**src/rtl/assert_macros.svh**
```systemverilog
// Assertion macros used by the RTL file that checks its own logic.
`ifndef ASSERT_MACROS_SVH
`define ASSERT_MACROS_SVH

// Same-cycle implication, disabled while reset is high.
`define APRB_ASSERT_NOW(label, ante, cons) \
  label: assert property (@(posedge clk) disable iff (rst) (ante) |-> (cons)) \
    else $error("assertion failed");

// Next-cycle implication, disabled while reset is high.
`define APRB_ASSERT_NEXT(label, ante, cons) \
  label: assert property (@(posedge clk) disable iff (rst) (ante) |=> (cons)) \
    else $error("assertion failed");

`endif

```
**src/rtl/aprb_pkg.sv**
```systemverilog
// Package with widths, codes and types of the APNG region pixel blender.
package aprb_pkg;

  localparam int PIX_W      = 32;
  localparam int CH_W       = 8;
  localparam int COORD_W    = 12;
  localparam int SIZE_W     = 13;
  localparam int EDGE_W     = 14;
  localparam int MUL_W      = 16;
  localparam int NUM_W      = 24;
  localparam int QUO_W      = 8;
  localparam int DIV_BPS    = 2;
  localparam int DIV_STAGES = QUO_W / DIV_BPS;
  localparam int NUM_CH     = 3;

  localparam int CANVAS_DIM_DEF = 4096;
  localparam int DIM_W          = 17;

  localparam int CFG_ADDR_W  = 3;
  localparam int CFG_DATA_W  = 13;
  localparam int IN_TDATA_W  = 88;
  localparam int OUT_TDATA_W = 32;

  localparam logic [CH_W-1:0] CH_MAX = 8'd255;

  localparam logic [CFG_ADDR_W-1:0] REG_LEFT   = 3'd0;
  localparam logic [CFG_ADDR_W-1:0] REG_TOP    = 3'd1;
  localparam logic [CFG_ADDR_W-1:0] REG_WIDTH  = 3'd2;
  localparam logic [CFG_ADDR_W-1:0] REG_HEIGHT = 3'd3;
  localparam logic [CFG_ADDR_W-1:0] REG_MODE   = 3'd4;

  typedef enum logic [1:0] {
    MODE_SOURCE = 2'd0,
    MODE_OVER   = 2'd1,
    MODE_CLEAR  = 2'd2
  } mode_t;

  // What the output stage selects for an item.
  typedef enum logic [1:0] {
    KIND_DST   = 2'd0,
    KIND_SRC   = 2'd1,
    KIND_ZERO  = 2'd2,
    KIND_BLEND = 2'd3
  } kind_t;

  typedef struct packed {
    kind_t             kind;
    logic              in_rect;
    logic [PIX_W-1:0]  dst;
    logic [PIX_W-1:0]  src;
    logic [CH_W-1:0]   alpha;
  } side_t;

endpackage

```
**src/rtl/aprb_div.sv**
```systemverilog
// Pipelined restoring divider giving an 8-bit quotient, two bits per stage.
module aprb_div
  import aprb_pkg::*;
(
  input  logic              clk,
  input  logic              en,
  input  logic [NUM_W-1:0]  num,
  input  logic [MUL_W-1:0]  den,
  output logic [QUO_W-1:0]  quo
);

  logic [NUM_W-1:0] rem_q [DIV_STAGES];
  logic [MUL_W-1:0] den_q [DIV_STAGES];
  logic [QUO_W-1:0] quo_q [DIV_STAGES];

  for (genvar k = 0; k < DIV_STAGES; k++) begin : g_stage
    logic [NUM_W-1:0] rem_in;
    logic [NUM_W-1:0] rem_out;
    logic [MUL_W-1:0] den_in;
    logic [QUO_W-1:0] quo_in;
    logic [QUO_W-1:0] quo_out;

    if (k == 0) begin : g_first
      assign rem_in = num;
      assign den_in = den;
      assign quo_in = '0;
    end else begin : g_rest
      assign rem_in = rem_q[k-1];
      assign den_in = den_q[k-1];
      assign quo_in = quo_q[k-1];
    end

    // The quotient never exceeds 255, so the shifted divisor always fits.
    always_comb begin
      rem_out = rem_in;
      quo_out = quo_in;
      for (int j = 0; j < DIV_BPS; j++) begin
        if (rem_out >= (NUM_W'(den_in) << (QUO_W - 1 - k * DIV_BPS - j))) begin
          rem_out = rem_out - (NUM_W'(den_in) << (QUO_W - 1 - k * DIV_BPS - j));
          quo_out[QUO_W - 1 - k * DIV_BPS - j] = 1'b1;
        end
      end
    end

    always_ff @(posedge clk) begin
      if (en) begin
        rem_q[k] <= rem_out;
        den_q[k] <= den_in;
        quo_q[k] <= quo_out;
      end
    end
  end

  assign quo = quo_q[DIV_STAGES-1];

endmodule

```
**src/rtl/apng_region_pixel_blend.sv**
```systemverilog
// An accepted input item passes the stage 1 and stage 2 registers, the divider stages and the output register.
// Throughput: one item per cycle; the whole pipeline advances together and
// holds while a finished result waits on the output.
// Depth is set by the per-channel divider, two quotient bits in each of four stages.
// Reset clears all valid bits and the configuration registers to zero.
`include "assert_macros.svh"

module apng_region_pixel_blend
  import aprb_pkg::*;
#(
  parameter int unsigned CANVAS_DIM = CANVAS_DIM_DEF
) (
  input  logic                   clk,
  input  logic                   rst,
  input  logic                   cfg_we,
  input  logic [CFG_ADDR_W-1:0]  cfg_addr,
  input  logic [CFG_DATA_W-1:0]  cfg_wdata,
  input  logic                   s_axis_tvalid,
  output logic                   s_axis_tready,
  // pos_x[11:0], pos_y[23:12], canvas_pixel[55:24], frame_pixel[87:56]
  input  logic [IN_TDATA_W-1:0]  s_axis_tdata,
  output logic                   m_axis_tvalid,
  input  logic                   m_axis_tready,
  // result_pixel[31:0]
  output logic [OUT_TDATA_W-1:0] m_axis_tdata,
  // in_region[0]
  output logic                   m_axis_tuser
);

  localparam logic [DIM_W-1:0] DIM_LIM = DIM_W'(CANVAS_DIM);

  logic [COORD_W-1:0] region_left;
  logic [COORD_W-1:0] region_top;
  logic [SIZE_W-1:0]  region_width;
  logic [SIZE_W-1:0]  region_height;
  mode_t              blend_mode;

  always_ff @(posedge clk) begin
    if (rst) begin
      region_left   <= '0;
      region_top    <= '0;
      region_width  <= '0;
      region_height <= '0;
      blend_mode    <= MODE_SOURCE;
    end else if (cfg_we) begin
      unique case (cfg_addr)
        REG_LEFT:   region_left   <= cfg_wdata[COORD_W-1:0];
        REG_TOP:    region_top    <= cfg_wdata[COORD_W-1:0];
        REG_WIDTH:  region_width  <= cfg_wdata;
        REG_HEIGHT: region_height <= cfg_wdata;
        REG_MODE:   blend_mode    <= mode_t'(cfg_wdata[1:0]);
        default: ;
      endcase
    end
  end

  logic adv;
  assign adv           = !m_axis_tvalid || m_axis_tready;
  assign s_axis_tready = adv;

  // Stage 1: region test, mode decision and the alpha weights.
  logic [COORD_W-1:0] pos_x;
  logic [COORD_W-1:0] pos_y;
  logic [PIX_W-1:0]   canvas_pixel;
  logic [PIX_W-1:0]   frame_pixel;
  logic [CH_W-1:0]    a_src;
  logic [CH_W-1:0]    a_dst;
  logic               on_canvas;
  logic               in_rect;
  kind_t              kind;
  logic [EDGE_W-1:0]  right_edge;
  logic [EDGE_W-1:0]  bottom_edge;

  assign pos_x        = s_axis_tdata[11:0];
  assign pos_y        = s_axis_tdata[23:12];
  assign canvas_pixel = s_axis_tdata[55:24];
  assign frame_pixel  = s_axis_tdata[87:56];
  assign a_src        = frame_pixel[PIX_W-1 -: CH_W];
  assign a_dst        = canvas_pixel[PIX_W-1 -: CH_W];

  always_comb begin
    right_edge  = EDGE_W'(region_left) + EDGE_W'(region_width);
    bottom_edge = EDGE_W'(region_top) + EDGE_W'(region_height);
    on_canvas   = (DIM_W'(pos_x) < DIM_LIM) && (DIM_W'(pos_y) < DIM_LIM);
    in_rect     = on_canvas && (pos_x >= region_left) && (EDGE_W'(pos_x) < right_edge) &&
                  (pos_y >= region_top) && (EDGE_W'(pos_y) < bottom_edge);
    kind = KIND_DST;
    if (in_rect) begin
      unique case (blend_mode)
        MODE_SOURCE: kind = KIND_SRC;
        MODE_CLEAR:  kind = KIND_ZERO;
        MODE_OVER: begin
          if (a_src == '0)                          kind = KIND_DST;
          else if (a_src == CH_MAX || a_dst == '0)  kind = KIND_SRC;
          else                                      kind = KIND_BLEND;
        end
        default: kind = KIND_DST;
      endcase
    end
  end

  logic             vld1;
  side_t            side1;
  logic [MUL_W-1:0] u1;
  logic [MUL_W-1:0] v1;

  always_ff @(posedge clk) begin
    if (rst) begin
      vld1 <= 1'b0;
    end else if (adv) begin
      vld1 <= s_axis_tvalid;
    end
  end

  always_ff @(posedge clk) begin
    if (adv) begin
      side1.kind    <= kind;
      side1.in_rect <= in_rect;
      side1.dst     <= canvas_pixel;
      side1.src     <= frame_pixel;
      side1.alpha   <= '0;
      u1            <= {a_src, 8'd0} - MUL_W'(a_src);
      v1            <= MUL_W'(CH_MAX - a_src) * MUL_W'(a_dst);
    end
  end

  // Stage 2: total weight, result alpha and the three channel numerators.
  logic [MUL_W-1:0] s_sum;
  logic [DIM_W-1:0] s_div_tmp;
  logic [NUM_W-1:0] num [NUM_CH];
  side_t            side_s2;

  always_comb begin
    s_sum     = u1 + v1;
    // Exact floor division by 255 for any sum below 65535, which covers every sum here.
    s_div_tmp = DIM_W'(s_sum) + DIM_W'(s_sum >> 8) + DIM_W'(1);
    side_s2       = side1;
    side_s2.alpha = s_div_tmp[15:8];
    for (int c = 0; c < NUM_CH; c++) begin
      num[c] = NUM_W'(side1.src[c*CH_W +: CH_W]) * NUM_W'(u1) +
               NUM_W'(side1.dst[c*CH_W +: CH_W]) * NUM_W'(v1);
    end
  end

  logic             vld2;
  side_t            side2;
  logic [NUM_W-1:0] num2 [NUM_CH];
  logic [MUL_W-1:0] den2;

  always_ff @(posedge clk) begin
    if (rst) begin
      vld2 <= 1'b0;
    end else if (adv) begin
      vld2 <= vld1;
    end
  end

  always_ff @(posedge clk) begin
    if (adv) begin
      side2 <= side_s2;
      num2  <= num;
      den2  <= s_sum;
    end
  end

  // Divider stages, one divider per color channel.
  logic [QUO_W-1:0] quo [NUM_CH];

  for (genvar c = 0; c < NUM_CH; c++) begin : g_ch
    aprb_div u_div (
      .clk (clk),
      .en  (adv),
      .num (num2[c]),
      .den (den2),
      .quo (quo[c])
    );
  end

  logic  vld_d  [DIV_STAGES];
  side_t side_d [DIV_STAGES];

  always_ff @(posedge clk) begin
    if (rst) begin
      for (int i = 0; i < DIV_STAGES; i++) vld_d[i] <= 1'b0;
    end else if (adv) begin
      vld_d[0] <= vld2;
      for (int i = 1; i < DIV_STAGES; i++) vld_d[i] <= vld_d[i-1];
    end
  end

  always_ff @(posedge clk) begin
    if (adv) begin
      side_d[0] <= side2;
      for (int i = 1; i < DIV_STAGES; i++) side_d[i] <= side_d[i-1];
    end
  end

  // Output stage.
  side_t            side_l;
  logic [PIX_W-1:0] result_pixel;

  assign side_l = side_d[DIV_STAGES-1];

  always_comb begin
    unique case (side_l.kind)
      KIND_DST:   result_pixel = side_l.dst;
      KIND_SRC:   result_pixel = side_l.src;
      KIND_ZERO:  result_pixel = '0;
      KIND_BLEND: result_pixel = {side_l.alpha, quo[2], quo[1], quo[0]};
      default:    result_pixel = side_l.dst;
    endcase
  end

  always_ff @(posedge clk) begin
    if (rst) begin
      m_axis_tvalid <= 1'b0;
    end else if (adv) begin
      m_axis_tvalid <= vld_d[DIV_STAGES-1];
    end
  end

  always_ff @(posedge clk) begin
    if (adv) begin
      m_axis_tdata <= result_pixel;
      m_axis_tuser <= side_l.in_rect;
    end
  end

  logic last_go;
  logic last_zero;
  assign last_go   = adv && vld_d[DIV_STAGES-1];
  assign last_zero = last_go && (side_l.kind == KIND_ZERO);

  `APRB_ASSERT_NOW(a_outside_keeps_canvas, vld1 && !side1.in_rect, side1.kind == KIND_DST)
  `APRB_ASSERT_NEXT(a_last_stage_delivers, last_go, m_axis_tvalid)
  `APRB_ASSERT_NEXT(a_clear_gives_zero, last_zero, m_axis_tdata == '0 && m_axis_tuser)
  `APRB_ASSERT_NEXT(a_outside_passes, last_go && !side_l.in_rect, m_axis_tdata == $past(side_l.dst))

endmodule

```
**config.mk**
```make
export PLATFORM = sky130hd
export DESIGN_NAME = apng_region_pixel_blend
export DESIGN_NICKNAME = d
export VERILOG_FILES = /design/src/rtl/aprb_pkg.sv /design/src/rtl/aprb_div.sv /design/src/rtl/apng_region_pixel_blend.sv
export VERILOG_INCLUDE_DIRS = /design/src /design/src/rtl
export SDC_FILE = /design/constraint.sdc
export NUM_CORES = 2
export LEC_CHECK = 0
export CORE_MARGIN = 2
export CORE_UTILIZATION = 31
export CTS_CLUSTER_DIAMETER = 50
export CTS_CLUSTER_SIZE = 20
export DETAILED_ROUTE_END_ITERATION = 6
export DONT_BUFFER_PORTS = 1
export PLACE_DENSITY = 0.53
export SLEW_MARGIN = 15
export SYNTH_ARGS = -nofsm -noshare
export SYNTH_HDL_FRONTEND = slang
export SYNTH_SLANG_ARGS = --single-unit
```
**constraint.sdc**
```tcl
create_clock -name clk -period 51.8 [get_ports clk]
set_input_delay 5.18 -clock clk [delete_from_list [all_inputs] [get_ports clk]]
set_output_delay 5.18 -clock clk [all_outputs]
set_load 0.01 [all_outputs]
```
# [Word level (Yosys, flattened, before mapping)]
# Memories as Yosys holds them, arrays and structs flattened. A register that Yosys moved wholly into a read port is not among the register bits.
# Cells that the tools add are included.
[word_totals] regBits=349 ram_bits=880 wordCells=196 memories=11
[memory_table] memory="side_d" depth=4 width=75 read_ports=4 rd_ports_with_merged_regs=0 wr=4 line_no="apng_region_pixel_blend.sv:180" text="side_t side_d [DIV_STAGES];"
[memory_table] memory="g_ch[0].u_div.rem_q" depth=4 width=24 read_ports=3 rd_ports_with_merged_regs=0 wr=4 line_no="aprb_div.sv:12" text="logic [NUM_W-1:0] rem_q [DIV_STAGES];"
[memory_table] memory="g_ch[1].u_div.rem_q" depth=4 width=24 read_ports=3 rd_ports_with_merged_regs=0 wr=4 line_no="aprb_div.sv:12"
[memory_table] memory="g_ch[2].u_div.rem_q" depth=4 width=24 read_ports=3 rd_ports_with_merged_regs=0 wr=4 line_no="aprb_div.sv:12"
[memory_table] memory="g_ch[0].u_div.den_q" depth=4 width=16 read_ports=3 rd_ports_with_merged_regs=0 wr=4 line_no="aprb_div.sv:13" text="logic [MUL_W-1:0] den_q [DIV_STAGES];"
[memory_table] memory="g_ch[1].u_div.den_q" depth=4 width=16 read_ports=3 rd_ports_with_merged_regs=0 wr=4 line_no="aprb_div.sv:13"
[memory_table] memory="5 more memories"
[op_classes] addsub=34 multipliers=7 order_cmp=28 eq_ne=10 n_mux=62 bitwise=4 n_reduce_logical=16
[ops] op="two-way mux 24 bit" n=24
[ops] op="multiplier 8 x 16 -> 24 bit" n=6
[ops] op="case mux 32 bit (4 select lines)" n=1
[ops] op="adder 24 bit" n=3
[ops] op="greater-or-equal comparator 24 x 16 -> 1 bit" n=3
[ops] op="greater-or-equal comparator 24 x 17 -> 1 bit" n=3
[ops] op="greater-or-equal comparator 24 x 18 -> 1 bit" n=3
[ops] op="greater-or-equal comparator 24 x 19 -> 1 bit" n=3
[ops] op="greater-or-equal comparator 24 x 20 -> 1 bit" n=3
[ops] op="greater-or-equal comparator 24 x 21 -> 1 bit" n=3
[ops] op="greater-or-equal comparator 24 x 22 -> 1 bit" n=3
[ops] op="greater-or-equal comparator 24 x 23 -> 1 bit" n=3
[ops] op="subtractor 24 x 16 -> 24 bit" n=3
[ops] op="subtractor 24 x 17 -> 24 bit" n=3
[ops] op="subtractor 24 x 18 -> 24 bit" n=3
[ops] op="subtractor 24 x 19 -> 24 bit" n=3
[ops] op="subtractor 24 x 20 -> 24 bit" n=3
[ops] op="subtractor 24 x 21 -> 24 bit" n=3
[ops] op="subtractor 24 x 22 -> 24 bit" n=3
[ops] op="subtractor 24 x 23 -> 24 bit" n=3
[ops] op="two-way mux 1 bit" n=34
[ops] op="adder 12 x 13 -> 14 bit" n=2
[ops] op="less-than comparator 12 x 14 -> 1 bit" n=2
[ops] op="greater-or-equal comparator 12 bit" n=2
[ops] op="22 further kinds" n=39

# [Depth between registers and ports, before layout]
[depth] word_depth=6 mapped_depth=27 depth_no_buf=25

# [Modules after synthesis]
# From an unflattened synthesis, not the netlist that was laid out.
[unflattened] hier_cells=8007 hier_area_um2=85331.8
[by_module_without_submodules] module="apng_region_pixel_blend" instances=1 cells_per_inst=4326 area_per_inst_um2=49872.8 seq_area_each_um2=19058.3
[by_module_without_submodules] module="aprb_div at g_ch[0].u_div ..." instances=2 cells_per_inst=1237 area_per_inst_um2=11822.6 seq_area_each_um2=4204.0
[by_module_without_submodules] module="aprb_div at g_ch[2].u_div" instances=1 cells_per_inst=1207 area_per_inst_um2=11813.8 seq_area_each_um2=4204.0

# [Worst setup path before layout]
# Ideal clock, no wire load.
[synth_timing] path_type="input -> output" start="input port m_axis_tready" end="output port s_axis_tready" arrival_time_ps=23043 required_time_ps=46620 path_slack_ps=23577 cell_stages=3 n_path_buf=1 path_cell_list="nor2b_1 clkbuf_1 inv_1"
[synth_between] elab_chain_len=1
[synth_rtl] item="from (decl)" line_no="apng_region_pixel_blend.sv:23" text="input logic m_axis_tready,"
[synth_rtl] item="logical OR 1 bit" line_no="apng_region_pixel_blend.sv:58" text="assign adv = !m_axis_tvalid || m_axis_tready;"
[synth_rtl] item="to (decl)" line_no="apng_region_pixel_blend.sv:19" text="output logic s_axis_tready,"
# Every way passes these cells.

# [Worst setup path after layout]
# Same ends and word-level chain as after synthesis.

==> flow_summary.toml <==
[grt]
grt.busiest_layer = "met2"
antenna_found_initial = 19
met3_usage_pct = 1.74
grt_max_degree = 130
overflow = 0
grt_pass1_wl_um = 335000
met2_usage_pct = 26.3
grt_pass1_vias = 55756
grt_usage_pct = 16.3
use_met1_pct = 23.0

[finish]
final_util_pct = 34.3
fin_nets = 9215
drive_gt1_share_pct = 6.78
areaGrowthSynthToFinish_pct = 10.0
seq_area_sq_mm = 0.0288
multi_input_area_sq_mm = 0.0478
num-fill-cells = 26073

[worst_setup_path]
crit_chain = "nor2b_1 -> inv_8"
worstPathArrival_ps = 6310
endpoint_kind = "output port"
worstSetupStartpointType = "input port"
cp_top_family = "simple AND/OR/NAND/NOR gates"
worstPathRequired_ps = 46620
worstSetupPathType = "input port to output port"
path_max_fanout = 129
slowest_stage = "nor2b_1"
max_stage_delay_ps = 580
crit_buf_inv = 1

[route]
vias_per_cell = 4.90
drtPass1Iterations = 5
wl_um = 217000
drc_errors = 0
drt_iter0_markers = 3752
post_drt_wl_per_cell_um = 19.3
ant_nets = 0
vias = 55274

[placed_design]
gp_congestion = 0.896
place_hpwl_um = 166000
place.port_buffers = 0

[yosys]
netlist_instances = 7686
synth-main-ff-cell = "edfxtp_1"
avgSynthCellArea_sq_um = 10.6
ys_async_sr_fraction_pct = 0
synth-edff-count = 922
syn_nets = 9209
synth_top_area_share_pct = 34.1
synth_cell_types = 99
synth_area_sq_mm = 0.0811
synth-seq-cells = 977
synth_area_leaders = "edfxtp_1, fa_1, ha_1"
yosysWarningCount = 0
yosysMostFrequentCell = "inv_1"
ys_seq_area_share_pct = 35.5
yosys.area.top_type = "edfxtp_1"
synth_common_cells = "inv_1, edfxtp_1, nand2_1"

[sta]
tightest_slew_ps = 1200
final_hold_viol_count = 0
final-setup-viol-count = 0
fin_crit_sh_pct = 22.2
slew_headroom_pct = 18.1
finalCriticalPeriod_ps = 11490
tns_ps = 0
fmax_mhz = 87.1
rsz0062_at_grt = "false"
slew_violations = 0
fin_skew_ps = 72.9

[run_status]
status = "completed"

[clock_tree]
numCtsBuffers = 102
clock-root-buffer = "clkbuf_16"
clk_pin_slew_worst_paths_ps = 80
post_cts_resized = 0
clockBufferDepth = 3
cts.sinks = 977
htreeDepth = 3
cts_setup_buffers = 0
worstSkewPairLatency_ps = 770
holdBufCountCts = 0
cts_tree = "done"

[die]
die_x_um = 515
fp.dieArea_sq_mm = 0.266
die_height_um = 515
coreArea_sq_mm = 0.260
ioPinCount = 144
fp-row-count = 187
initial_core_util_pct = 31.2

[worst_hold_path]
hold_class = "register to register"

[job]
drv_cap = 0
layer usage:
layer	up-vias	wire [um]
li1	26318	-
met5	-	17
met3	314	9010
met2	1263	99200
met1	27375	102000
met4	4	6950
final cells by class:
class,instances,share of cell area [%]
Tap cell,3496,4.90
Clock buffer,107,2.89
Multi-Input combinational cell,5510,53.6
Clock inverter,83,1.28
Antenna cell,6,0.0168
Timing Repair Buffer,103,0.875
Sequential cell,977,32.3
Inverter,998,4.21
placed cells by master (no fill, tap or decap), types with 95 or more instances in the layout:
master	netlist	layout
inv_1	993	992
edfxtp_1	922	922
nand2_1	828	828
ha_1	729	729
fa_1	685	685
a21oi_1	428	427
and2_1	375	375
nor2_1	325	324
o21ai_0	278	277
xnor2_1	268	268
a21o_1	190	190
mux2_2	169	169
xor2_1	136	136
nor2b_1	113	113
clkbuf_16	0	102
buf_4	1	102
nor3_1	95	95
flip-flops by register name, summed over array words and instances, names as in the netlist, 2 cells and up:
name and cells:
side_d 300, g_ch.u_div.rem_q 216, side2 75, num2 72, side1 67, g_ch.u_div.quo_q 60, g_ch.u_div.den_q 48, m_axis_tdata 32
den2 16, v1 16, u1 15, region_height 13, region_width 13, region_left 12, region_top 12, vld_d 4
blend_mode 2
cell families (layout without fill, tap and decap cells):
logic type	Yosys count	in the layout	share of synthesized area, %
AO/OA/AOI/OAI	1324	1324	10.4
XOR/XNOR	404	404	4.36
adder cells (fa/ha/maj)	1414	1414	28.2
buffers and inverters	1199	1291	5.61
flip-flops	977	977	35.5
multiplexers	221	221	3.05
other	0	6	0
AND/OR/NAND/NOR	2147	2147	12.9
stage by stage:
stage / setup slack (ps) / cells / area (sq um) / hold WS, ps
final: 40310 / 11280 / 89200 / 389
after global routing: 40230 / 11275 / 89200 / 398
after global placement: 40430 / 11083 / 85500 / 401
after detailed placement: 40330 / 11083 / 85500 / 405
after floorplan: 23580 / 7686 / 81100 / 400
after CTS: 40340 / 11273 / 89200 / 391
final timing paths:
path                               startpoint       endpoint  slack (ps)  cells after the start
worst min register to register  side_d[2][14]  side_d[3][14]         390                      0
worst min-delay path            side_d[2][14]  side_d[3][14]         390                      0
worst max-delay path            m_axis_tready  s_axis_tready       40310                      2
worst max register to register      side1[26]       num2[22]       43860                     23
Power is not shown: default switching activity piles up to over one toggle a cycle in this logic, so the estimate is an artifact.
